$ cat src/hw/rtl/kasp_pkg.sv
// Shared constants, codes and types of the keyframe axis speed planner.
package kasp_pkg;

	localparam int FRAME_SLOTS = 16;
	localparam int SLOT_W      = (FRAME_SLOTS > 1) ? $clog2(FRAME_SLOTS) : 1;
	localparam int CNT_W       = $clog2(FRAME_SLOTS + 1);
	localparam int NUM_AXES    = 3;

	localparam int POS_W   = 32;
	localparam int DIST_W  = POS_W + 1;
	localparam int PART_W  = DIST_W + 2;
	localparam int SPEED_W = 16;
	localparam int SCALE_W = 17;
	localparam int ACC_W   = SPEED_W + SCALE_W;

	localparam int DIV_STEPS = SPEED_W;
	localparam int MUL_STEPS = SCALE_W;
	localparam int STEP_W    = $clog2(MUL_STEPS);

	localparam logic [1:0] CMD_STORE = 2'd0;
	localparam logic [1:0] CMD_MOVE  = 2'd1;
	localparam logic [1:0] CMD_CLEAR = 2'd2;

	localparam logic [1:0] STATUS_OK      = 2'd0;
	localparam logic [1:0] STATUS_FULL    = 2'd1;
	localparam logic [1:0] STATUS_BAD_IDX = 2'd2;

	localparam logic [1:0] AXIS_PAN   = 2'd0;
	localparam logic [1:0] AXIS_TILT  = 2'd1;
	localparam logic [1:0] AXIS_SLIDE = 2'd2;

	localparam logic [1:0] REG_PAN_MAX   = 2'd0;
	localparam logic [1:0] REG_TILT_MAX  = 2'd1;
	localparam logic [1:0] REG_SLIDE_MAX = 2'd2;
	localparam logic [1:0] REG_SCALE     = 2'd3;

	localparam logic [SPEED_W-1:0] PAN_MAX_RST   = 16'd2500;
	localparam logic [SPEED_W-1:0] TILT_MAX_RST  = 16'd1250;
	localparam logic [SPEED_W-1:0] SLIDE_MAX_RST = 16'd3500;
	localparam logic [SCALE_W-1:0] SCALE_RST     = 17'd65536;

	typedef logic [POS_W-1:0] pos_t;
	typedef logic [DIST_W-1:0] dist_t;
	typedef logic [NUM_AXES-1:0][POS_W-1:0] triple_t;

	typedef struct packed {
		logic load;
		logic div_step;
		logic mul_load;
		logic mul_step;
	} lane_ctrl_t;

endpackage

$ cat src/hw/rtl/kasp_table.sv
// Keyframe table: three-axis slot storage with per-slot valid bits and fill count.
module kasp_table (
	input  logic                        clk,
	input  logic                        arst_n,
	input  logic                        wr,
	input  logic                        clr,
	input  logic                        rd,
	input  logic [kasp_pkg::SLOT_W-1:0] rd_addr,
	input  kasp_pkg::triple_t           wr_data,
	output logic [kasp_pkg::CNT_W-1:0]  count,
	output kasp_pkg::triple_t           rd_data
);

	kasp_pkg::triple_t                  mem_q [kasp_pkg::FRAME_SLOTS];
	logic [kasp_pkg::FRAME_SLOTS-1:0]   valid_q;
	logic [kasp_pkg::CNT_W-1:0]         count_q;
	logic [kasp_pkg::SLOT_W-1:0]        wr_addr;

	assign wr_addr = count_q[kasp_pkg::SLOT_W-1:0];
	assign count   = count_q;

	always_ff @(posedge clk or negedge arst_n) begin
		if (!arst_n) begin
			valid_q <= '0;
			count_q <= '0;
		end else begin
			if (wr) begin
				valid_q[wr_addr] <= 1'b1;
				count_q          <= count_q + 1'b1;
			end else if (clr) begin
				count_q <= '0;
			end
		end
	end

	always_ff @(posedge clk) begin
		if (wr) begin
			mem_q[wr_addr] <= wr_data;
		end
		if (rd) begin
			rd_data <= valid_q[rd_addr] ? mem_q[rd_addr] : '0;
		end
	end

endmodule

$ cat src/hw/rtl/kasp_lane.sv
// Per-axis lane: bit-serial ratio divider followed by a bit-serial Q16 scaler.
module kasp_lane (
	input  logic                         clk,
	input  kasp_pkg::lane_ctrl_t         ctrl,
	input  kasp_pkg::dist_t              axis_dist,
	input  kasp_pkg::dist_t              maxd,
	input  logic [kasp_pkg::SPEED_W-1:0] lead_max,
	input  logic                         is_lead,
	input  logic [kasp_pkg::SCALE_W-1:0] scale,
	output logic [kasp_pkg::SPEED_W-1:0] speed
);

	logic [kasp_pkg::SPEED_W-1:0] m_q;
	logic [kasp_pkg::SPEED_W-1:0] lmax_q;
	logic                         lead_q;
	kasp_pkg::dist_t              r_q;
	logic [kasp_pkg::SPEED_W-1:0] q_q;
	logic [kasp_pkg::SPEED_W-1:0] mcand_q;
	logic [kasp_pkg::SCALE_W-1:0] s_q;
	logic [kasp_pkg::ACC_W-1:0]   acc_q;

	logic [kasp_pkg::PART_W-1:0]  part;
	logic [kasp_pkg::PART_W-1:0]  one_d;
	logic [kasp_pkg::PART_W-1:0]  two_d;
	kasp_pkg::dist_t              r_n;
	logic [kasp_pkg::SPEED_W-1:0] q_n;
	logic [kasp_pkg::SPEED_W-1:0] q_sh;
	logic [kasp_pkg::SPEED_W-1:0] base;

	assign part  = {r_q, 1'b0} + (m_q[kasp_pkg::SPEED_W-1] ?
		kasp_pkg::PART_W'(axis_dist) : '0);
	assign one_d = kasp_pkg::PART_W'(maxd);
	assign two_d = kasp_pkg::PART_W'({maxd, 1'b0});
	assign q_sh  = {q_q[kasp_pkg::SPEED_W-2:0], 1'b0};

	always_comb begin
		if (part >= two_d) begin
			r_n = kasp_pkg::DIST_W'(part - two_d);
			q_n = q_sh + kasp_pkg::SPEED_W'(2);
		end else if (part >= one_d) begin
			r_n = kasp_pkg::DIST_W'(part - one_d);
			q_n = q_sh + kasp_pkg::SPEED_W'(1);
		end else begin
			r_n = kasp_pkg::DIST_W'(part);
			q_n = q_sh;
		end
	end

	assign base = lead_q ? lmax_q : ((maxd == '0) ? '0 : q_q);

	always_ff @(posedge clk) begin
		if (ctrl.load) begin
			m_q    <= lead_max;
			lmax_q <= lead_max;
			lead_q <= is_lead;
			r_q    <= '0;
			q_q    <= '0;
		end else if (ctrl.div_step) begin
			m_q <= {m_q[kasp_pkg::SPEED_W-2:0], 1'b0};
			r_q <= r_n;
			q_q <= q_n;
		end
		if (ctrl.mul_load) begin
			mcand_q <= base;
			s_q     <= scale;
			acc_q   <= '0;
		end else if (ctrl.mul_step) begin
			acc_q <= {acc_q[kasp_pkg::ACC_W-2:0], 1'b0} +
				(s_q[kasp_pkg::SCALE_W-1] ? kasp_pkg::ACC_W'(mcand_q) : '0);
			s_q   <= {s_q[kasp_pkg::SCALE_W-2:0], 1'b0};
		end
	end

	assign speed = acc_q[kasp_pkg::ACC_W-1] ? '1 :
		acc_q[kasp_pkg::ACC_W-2 -: kasp_pkg::SPEED_W];

endmodule

$ cat src/hw/rtl/keyframe_axis_speed_planner_top.sv
// Top level of the keyframe axis speed planner: control sequencer, distance stages, lanes.
//
// channel  handshake              payload
// in       in_valid / in_stall    cmd, frame_index, pan/tilt/slide_position
// out      out_valid / out_stall  status, slot_used, lead_axis, *_target, *_speed
// cfg      cfg_valid / cfg_ready  cfg_index, cfg_data
//
// A move passes two distance stages, a lead pick, 16 divider steps, a scaler load,
// 17 scaler steps and an output stage; the input is stalled until the sequencer is
// back in idle. Store, clear and rejected commands go straight to the output stage.
// The table is usable right after reset; its valid bits clear at once.
// A new item is taken while a result still waits on out_stall.
module keyframe_axis_speed_planner_top (
	input  logic                         clk,
	input  logic                         arst_n,
	input  logic                         in_valid,
	output logic                         in_stall,
	input  logic [1:0]                   cmd,
	input  logic [3:0]                   frame_index,
	input  logic signed [31:0]           pan_position,
	input  logic signed [31:0]           tilt_position,
	input  logic signed [31:0]           slide_position,
	output logic                         out_valid,
	input  logic                         out_stall,
	output logic [1:0]                   status,
	output logic [3:0]                   slot_used,
	output logic [1:0]                   lead_axis,
	output logic signed [31:0]           pan_target,
	output logic signed [31:0]           tilt_target,
	output logic signed [31:0]           slide_target,
	output logic [15:0]                  pan_speed,
	output logic [15:0]                  tilt_speed,
	output logic [15:0]                  slide_speed,
	input  logic                         cfg_valid,
	output logic                         cfg_ready,
	input  logic [1:0]                   cfg_index,
	input  logic [16:0]                  cfg_data
);

	localparam logic [2:0] S_IDLE  = 3'd0;
	localparam logic [2:0] S_DIST  = 3'd1;
	localparam logic [2:0] S_ABS   = 3'd2;
	localparam logic [2:0] S_LEAD  = 3'd3;
	localparam logic [2:0] S_DIV   = 3'd4;
	localparam logic [2:0] S_MLOAD = 3'd5;
	localparam logic [2:0] S_MUL   = 3'd6;
	localparam logic [2:0] S_DONE  = 3'd7;

	logic [2:0]                    state_q;
	logic [kasp_pkg::STEP_W-1:0]   cnt_q;
	logic [kasp_pkg::SPEED_W-1:0]  max_q [kasp_pkg::NUM_AXES];
	logic [kasp_pkg::SCALE_W-1:0]  scale_q;

	logic [1:0]                    cmd_q;
	logic [3:0]                    idx_q;
	logic [kasp_pkg::CNT_W-1:0]    slot_q;
	logic                          full_q;
	logic                          bad_q;
	kasp_pkg::triple_t             pos_q;
	kasp_pkg::dist_t               diff_q [kasp_pkg::NUM_AXES];
	kasp_pkg::dist_t               dist_q [kasp_pkg::NUM_AXES];
	kasp_pkg::dist_t               maxd_q;
	logic [1:0]                    lead_q;

	logic                          in_take;
	logic                          out_free;
	logic                          full_c;
	logic                          bad_c;
	logic [1:0]                    lead_c;
	kasp_pkg::triple_t             cur_pos;
	kasp_pkg::triple_t             rd_data;
	logic [kasp_pkg::CNT_W-1:0]    count;
	kasp_pkg::lane_ctrl_t          lane_ctrl;
	logic [kasp_pkg::SPEED_W-1:0]  speed [kasp_pkg::NUM_AXES];

	assign in_stall  = (state_q != S_IDLE);
	assign cfg_ready = 1'b1;
	assign in_take   = in_valid && !in_stall;
	assign out_free  = !out_valid || !out_stall;
	assign full_c    = (count == kasp_pkg::CNT_W'(kasp_pkg::FRAME_SLOTS));
	assign bad_c     = (int'(frame_index) >= kasp_pkg::FRAME_SLOTS);
	assign cur_pos   = {slide_position, tilt_position, pan_position};

	kasp_table u_table (
		.clk     (clk),
		.arst_n  (arst_n),
		.wr      (in_take && cmd == kasp_pkg::CMD_STORE && !full_c),
		.clr     (in_take && cmd == kasp_pkg::CMD_CLEAR),
		.rd      (in_take && cmd == kasp_pkg::CMD_MOVE && !bad_c),
		.rd_addr (kasp_pkg::SLOT_W'(frame_index)),
		.wr_data (cur_pos),
		.count   (count),
		.rd_data (rd_data)
	);

	always_comb begin
		lead_c = kasp_pkg::AXIS_SLIDE;
		if (dist_q[1] > dist_q[2]) begin
			lead_c = kasp_pkg::AXIS_TILT;
		end
		if (dist_q[0] > dist_q[lead_c]) begin
			lead_c = kasp_pkg::AXIS_PAN;
		end
	end

	always_comb begin
		lane_ctrl          = '0;
		lane_ctrl.load     = (state_q == S_LEAD);
		lane_ctrl.div_step = (state_q == S_DIV);
		lane_ctrl.mul_load = (state_q == S_MLOAD);
		lane_ctrl.mul_step = (state_q == S_MUL);
	end

	for (genvar a = 0; a < kasp_pkg::NUM_AXES; a++) begin : g_lane
		kasp_lane u_lane (
			.clk       (clk),
			.ctrl      (lane_ctrl),
			.axis_dist (dist_q[a]),
			.maxd      (maxd_q),
			.lead_max  (max_q[lead_c]),
			.is_lead   (lead_c == 2'(a)),
			.scale     (scale_q),
			.speed     (speed[a])
		);
	end

	always_ff @(posedge clk or negedge arst_n) begin
		if (!arst_n) begin
			state_q   <= S_IDLE;
			cnt_q     <= '0;
			out_valid <= 1'b0;
			max_q[0]  <= kasp_pkg::PAN_MAX_RST;
			max_q[1]  <= kasp_pkg::TILT_MAX_RST;
			max_q[2]  <= kasp_pkg::SLIDE_MAX_RST;
			scale_q   <= kasp_pkg::SCALE_RST;
		end else begin
			if (cfg_valid && cfg_ready) begin
				case (cfg_index)
					kasp_pkg::REG_PAN_MAX:   max_q[0] <= cfg_data[kasp_pkg::SPEED_W-1:0];
					kasp_pkg::REG_TILT_MAX:  max_q[1] <= cfg_data[kasp_pkg::SPEED_W-1:0];
					kasp_pkg::REG_SLIDE_MAX: max_q[2] <= cfg_data[kasp_pkg::SPEED_W-1:0];
					kasp_pkg::REG_SCALE:     scale_q  <= cfg_data;
					default: ;
				endcase
			end
			if (state_q == S_DONE && out_free) begin
				out_valid <= 1'b1;
			end else if (out_valid && !out_stall) begin
				out_valid <= 1'b0;
			end
			case (state_q)
				S_IDLE: begin
					if (in_take) begin
						state_q <= (cmd == kasp_pkg::CMD_MOVE && !bad_c) ? S_DIST : S_DONE;
					end
				end
				S_DIST: state_q <= S_ABS;
				S_ABS:  state_q <= S_LEAD;
				S_LEAD: begin
					state_q <= S_DIV;
					cnt_q   <= kasp_pkg::STEP_W'(kasp_pkg::DIV_STEPS - 1);
				end
				S_DIV: begin
					if (cnt_q == '0) begin
						state_q <= S_MLOAD;
					end else begin
						cnt_q <= cnt_q - 1'b1;
					end
				end
				S_MLOAD: begin
					state_q <= S_MUL;
					cnt_q   <= kasp_pkg::STEP_W'(kasp_pkg::MUL_STEPS - 1);
				end
				S_MUL: begin
					if (cnt_q == '0) begin
						state_q <= S_DONE;
					end else begin
						cnt_q <= cnt_q - 1'b1;
					end
				end
				S_DONE: begin
					if (out_free) begin
						state_q <= S_IDLE;
					end
				end
				default: state_q <= S_IDLE;
			endcase
		end
	end

	always_ff @(posedge clk) begin
		if (in_take) begin
			cmd_q  <= cmd;
			idx_q  <= frame_index;
			slot_q <= count;
			full_q <= full_c;
			bad_q  <= bad_c;
			pos_q  <= cur_pos;
		end
		if (state_q == S_DIST) begin
			for (int a = 0; a < kasp_pkg::NUM_AXES; a++) begin
				diff_q[a] <= {pos_q[a][kasp_pkg::POS_W-1], pos_q[a]} -
					{rd_data[a][kasp_pkg::POS_W-1], rd_data[a]};
			end
		end
		if (state_q == S_ABS) begin
			for (int a = 0; a < kasp_pkg::NUM_AXES; a++) begin
				dist_q[a] <= diff_q[a][kasp_pkg::DIST_W-1] ? (~diff_q[a] + 1'b1) : diff_q[a];
			end
		end
		if (state_q == S_LEAD) begin
			maxd_q <= dist_q[lead_c];
			lead_q <= lead_c;
		end
		if (state_q == S_DONE && out_free) begin
			status       <= kasp_pkg::STATUS_OK;
			slot_used    <= '0;
			lead_axis    <= kasp_pkg::AXIS_PAN;
			pan_target   <= '0;
			tilt_target  <= '0;
			slide_target <= '0;
			pan_speed    <= '0;
			tilt_speed   <= '0;
			slide_speed  <= '0;
			case (cmd_q)
				kasp_pkg::CMD_STORE: begin
					if (full_q) begin
						status <= kasp_pkg::STATUS_FULL;
					end else begin
						slot_used    <= 4'(slot_q);
						pan_target   <= pos_q[0];
						tilt_target  <= pos_q[1];
						slide_target <= pos_q[2];
					end
				end
				kasp_pkg::CMD_MOVE: begin
					if (bad_q) begin
						status <= kasp_pkg::STATUS_BAD_IDX;
					end else begin
						slot_used    <= idx_q;
						lead_axis    <= lead_q;
						pan_target   <= rd_data[0];
						tilt_target  <= rd_data[1];
						slide_target <= rd_data[2];
						pan_speed    <= speed[0];
						tilt_speed   <= speed[1];
						slide_speed  <= speed[2];
					end
				end
				default: ;
			endcase
		end
	end

endmodule

$ cat config.mk
export PLATFORM = sky130hd
export DESIGN_NAME = keyframe_axis_speed_planner_top
export DESIGN_NICKNAME = d
export VERILOG_FILES = /design/src/hw/rtl/kasp_pkg.sv /design/src/hw/rtl/kasp_table.sv /design/src/hw/rtl/kasp_lane.sv /design/src/hw/rtl/keyframe_axis_speed_planner_top.sv
export SDC_FILE = /design/constraint.sdc
export NUM_CORES = 2
export LEC_CHECK = 0
export BUFFER_PORTS_ARGS = -buffer_cell sky130_fd_sc_hd__buf_2
export CORE_UTILIZATION = 40
export CTS_BUF_LIST = sky130_fd_sc_hd__clkbuf_4
export CTS_CLUSTER_SIZE = 30
export DETAILED_ROUTE_END_ITERATION = 7
export SYNTH_ARGS = -nofsm -noshare
export SYNTH_HDL_FRONTEND = slang
export SYNTH_SLANG_ARGS = --single-unit
$ cat constraint.sdc
create_clock -name clk -period 21.7 [get_ports clk]
set_clock_uncertainty 0.1 [all_clocks]
set_input_delay 2.17 -clock clk [delete_from_list [all_inputs] [get_ports clk]]
set_output_delay 2.17 -clock clk [all_outputs]
set_load 0.03 [all_outputs]
==> metrics.txt <==
Layout fillers=around 27,000; number of synthesized flops with an enable pin=around 2,200; VDD IR max=0.1190 mV; sw power=7.615 mW; port bufs=278; Post-Syn Nets=approximately 9,500; fin area=~0.14 sq mm; Ports=~280; final WL=359.3 mm; crit path launch type=register; DP Area=~0.13 sq mm; Hold Buf Count CTS=0; Mapped Avg Cell Area=13.90 sq um; Layout Nets=10,200; DRT Pass-1 Iters=5; RSZ-0062 raised after global routing=no; Synth Instances=between 8,000 and 9,000; hold depth=2; Max-cap violations=0; Clk network pwr share=0.222; crit share post-route=0.3596; Post-CTS Resized=0; Via density=5.655; Cell variety after synth=a little under 90; internal power=11.23 mW; most common library cells after synthesis=edfxtp_1, nand2_1, ha_1; CTS root buf=clkbuf_4; H-tree levels=6; post-layout util=0.4524; detailed placer's ending HPWL=231.1 mm; slew margin rel.=0.2451; Max Buffers Root-to-Sink=4; layout cells sized above 1=0.2094; sequential element share of the synthesized area=0.6032; cell count of the worst reg-to-reg path=25; CP Max Fanout=50; largest net degree at the start of global routing=123; synthesized area=0.1227 sq mm; P&R area growth vs syn=12.09%; Die Wd=about 560 um; initial antenna violation count=76; Net Sw Frac=0.4040; Synth area leader=edfxtp_1; initial drt markers=~7,200; WP data required=22.96 ns; Hold Vio Cnt, Final=0; ys async rst share=0.03708; post-CTS setup buffers=0; status=finished clean; cell with the most instances after synthesis=edfxtp_1; starting density of the core=0.4036; antenna viol nets, final=0; Ys Warns=0; leakage=50.26 nW; TritonCTS Buffers=671; full die area=0.3090 sq mm; Setup CP Type=reg -> reg; first-pass GRT wire length=524.8 mm; via count=80,002; top cell type's share of synthesized area=0.5435; Die Span Y=555.9 um; Highest Clock Rate=0.1282 GHz; residual DRC count=0; placed cell count=12,953; Tightest Pin Transition=1.132 ns; pwr dens=137.0 mW/mm^2; CTS tree=done; Crit path arrival time=9.07 ns; Sink Count=2,562; Tmin final=7.803 ns; register share of total power=0.334; GP Congestion=0.9450; setup TNS=0 ns; clk_lat worst skew=1.60 ns; crit path capture type=register; Slew Viols, Final=0; combinational power share=0.443; GRT Residual Overflow=0; Hold Path Class=reg -> reg; Top FF cell, synth=edfxtp_1; total power=~19 mW; vias in the first global route=about 80,000; Clock transition at path regs=0.06 ns; core footprint=0.3040 sq mm; Post-Layout Cell Count=14,147; Synth Register Bits=2,562; drt wl/cell=25.40 um; ranking of synthesized cells by area=edfxtp_1, mux4_2, ha_1; Rows=between 200 and 250; all-layer global routing usage=0.2288; setup violators final=0
metal layers:
metal  GRT usage  vias up  part of all wire
met5           0        -            0.0013
met4     0.09279       70             0.039
met3     0.04980      709             0.076
met2      0.3706     3106              0.47
met1      0.2981    40136              0.41
li1            -    35981                 -
flip-flops by register name, summed over array words and instances (netlist names), 96 cells and up:
signal,count
u_table.mem_q,1536
diff_q,99
dist_q,99
g_lane.u_lane.acc_q,99
g_lane.u_lane.r_q,99
pos_q,96
u_table.rd_data,96
power by group through the flow:
stage                     Combinational (mW)  Sequential (mW)  Clock, mW
after floorplan                         5.98             6.39          0
after global placement                  8.09             6.39          0
after detailed placement                8.16             6.40          0
after CTS                               8.22             6.30       4.31
after global routing                    9.11             6.34       4.54
final                                   8.35             6.30       4.19
cell usage in the layout, fill, tap and decap left out, types with 21 or more instances in the layout:
cell type and count:
nor2_1 395, or4_1 22, a22oi_1 32, nand3_1 113
or2_2 33, a211oi_1 76, mux2_2 78, clkinv_1 137
dfxtp_1 246, o31ai_1 66, nor4_1 28, or3_1 37
a31oi_1 47, and2_1 170, a21boi_0 21, nand4_1 89
xor2_1 158, o21a_1 128, mux2i_1 97, o21ai_0 468
a21o_1 197, ha_1 513, nand2_1 594, inv_1 328
buf_2 273, buf_4 107, o211ai_1 28, diode_2 23
mux4_2 484, xnor2_1 373, and3_1 61, nand2b_1 76
clkbuf_4 965, a22o_1 116, edfxtp_1 2221, a21oi_1 465
dfrtp_1 77, nor3_1 111, o21bai_1 39, nor2b_1 162
final cells by class:
type | count | area, sq um | share of cell area
Antenna cell | 23 | 57.56 | 0.0004184
Tap cell | 4080 | 5105 | 0.03711
Clock inverter | 206 | 1252 | 0.009106
Multi-Input combinational cell | 5589 | 46300 | 0.3366
Inverter | 334 | 1264 | 0.009188
Clock buffer | 965 | 7244 | 0.05267
Timing Repair Buffer | 388 | 2305 | 0.01676
Sequential cell | 2562 | 74020 | 0.5381
through the flow:
step	hold WS, ns	worst slack, ns
floorplan	0.3268	11.62
global placement	0.3424	14.09
detailed placement	0.3486	14.02
CTS	0.3297	13.99
global route	0.3771	13.52
finish	0.3590	13.90
kinds of logic (layout without fill, tap and decap cells):
kind of cell	after synthesis	in the layout	synth area share
flip-flops	2562	2562	0.6032
AND/OR/NAND/NOR	1983	1983	0.07992
multiplexers	659	659	0.1039
other	2	25	0.00006120
AO/OA/AOI/OAI	1886	1886	0.09944
XOR/XNOR	531	531	0.03790
adder cells (fa/ha/maj)	528	528	0.05475
buffers and inverters	678	1893	0.02083
path summary, 6_finish.rpt:
| kind | startpoint | endpoint | slack, ns |
|---|---|---|---|
| max reg2reg | g_lane[0].u_lane.m_q[15] | g_lane[2].u_lane.r_q[22] | 13.90 |
| max in group asynchronous | arst_n | u_table.valid_q[6] | 19.70 |
| min | g_lane[1].u_lane.acc_q[13] | g_lane[1].u_lane.acc_q[13] | 0.36 |
| min in group asynchronous | arst_n | max_q[36] | 0.53 |
| max | g_lane[0].u_lane.m_q[15] | g_lane[2].u_lane.r_q[22] | 13.90 |
| min reg2reg | g_lane[1].u_lane.acc_q[13] | g_lane[1].u_lane.acc_q[13] | 0.36 |
worst max-delay path, stage by stage, from the launching register on:
cell       delay, ns
edfxtp_1        0.33
buf_4           0.42
buf_4           0.50
and2_1          0.26
ha_1            0.26
a211oi_1        0.28
o21ai_0         0.19
a2111oi_0       0.53
buf_4           0.22
nor2_1          0.07
and4_1          0.22
o21a_1          0.22
o21ai_0         0.16
nand2b_1        0.13
xor2_1          0.33
ha_1            0.37
a21oi_1         0.16
nor2_1          0.06
o21a_1          0.16
a311oi_1        0.44
nand3b_1        0.14
o221a_2         0.27
a211o_1         0.67
or2_2           0.73
a211oi_1        0.31
nor3_1          0.08
Note: power is estimated with default switching activity, not from simulation.
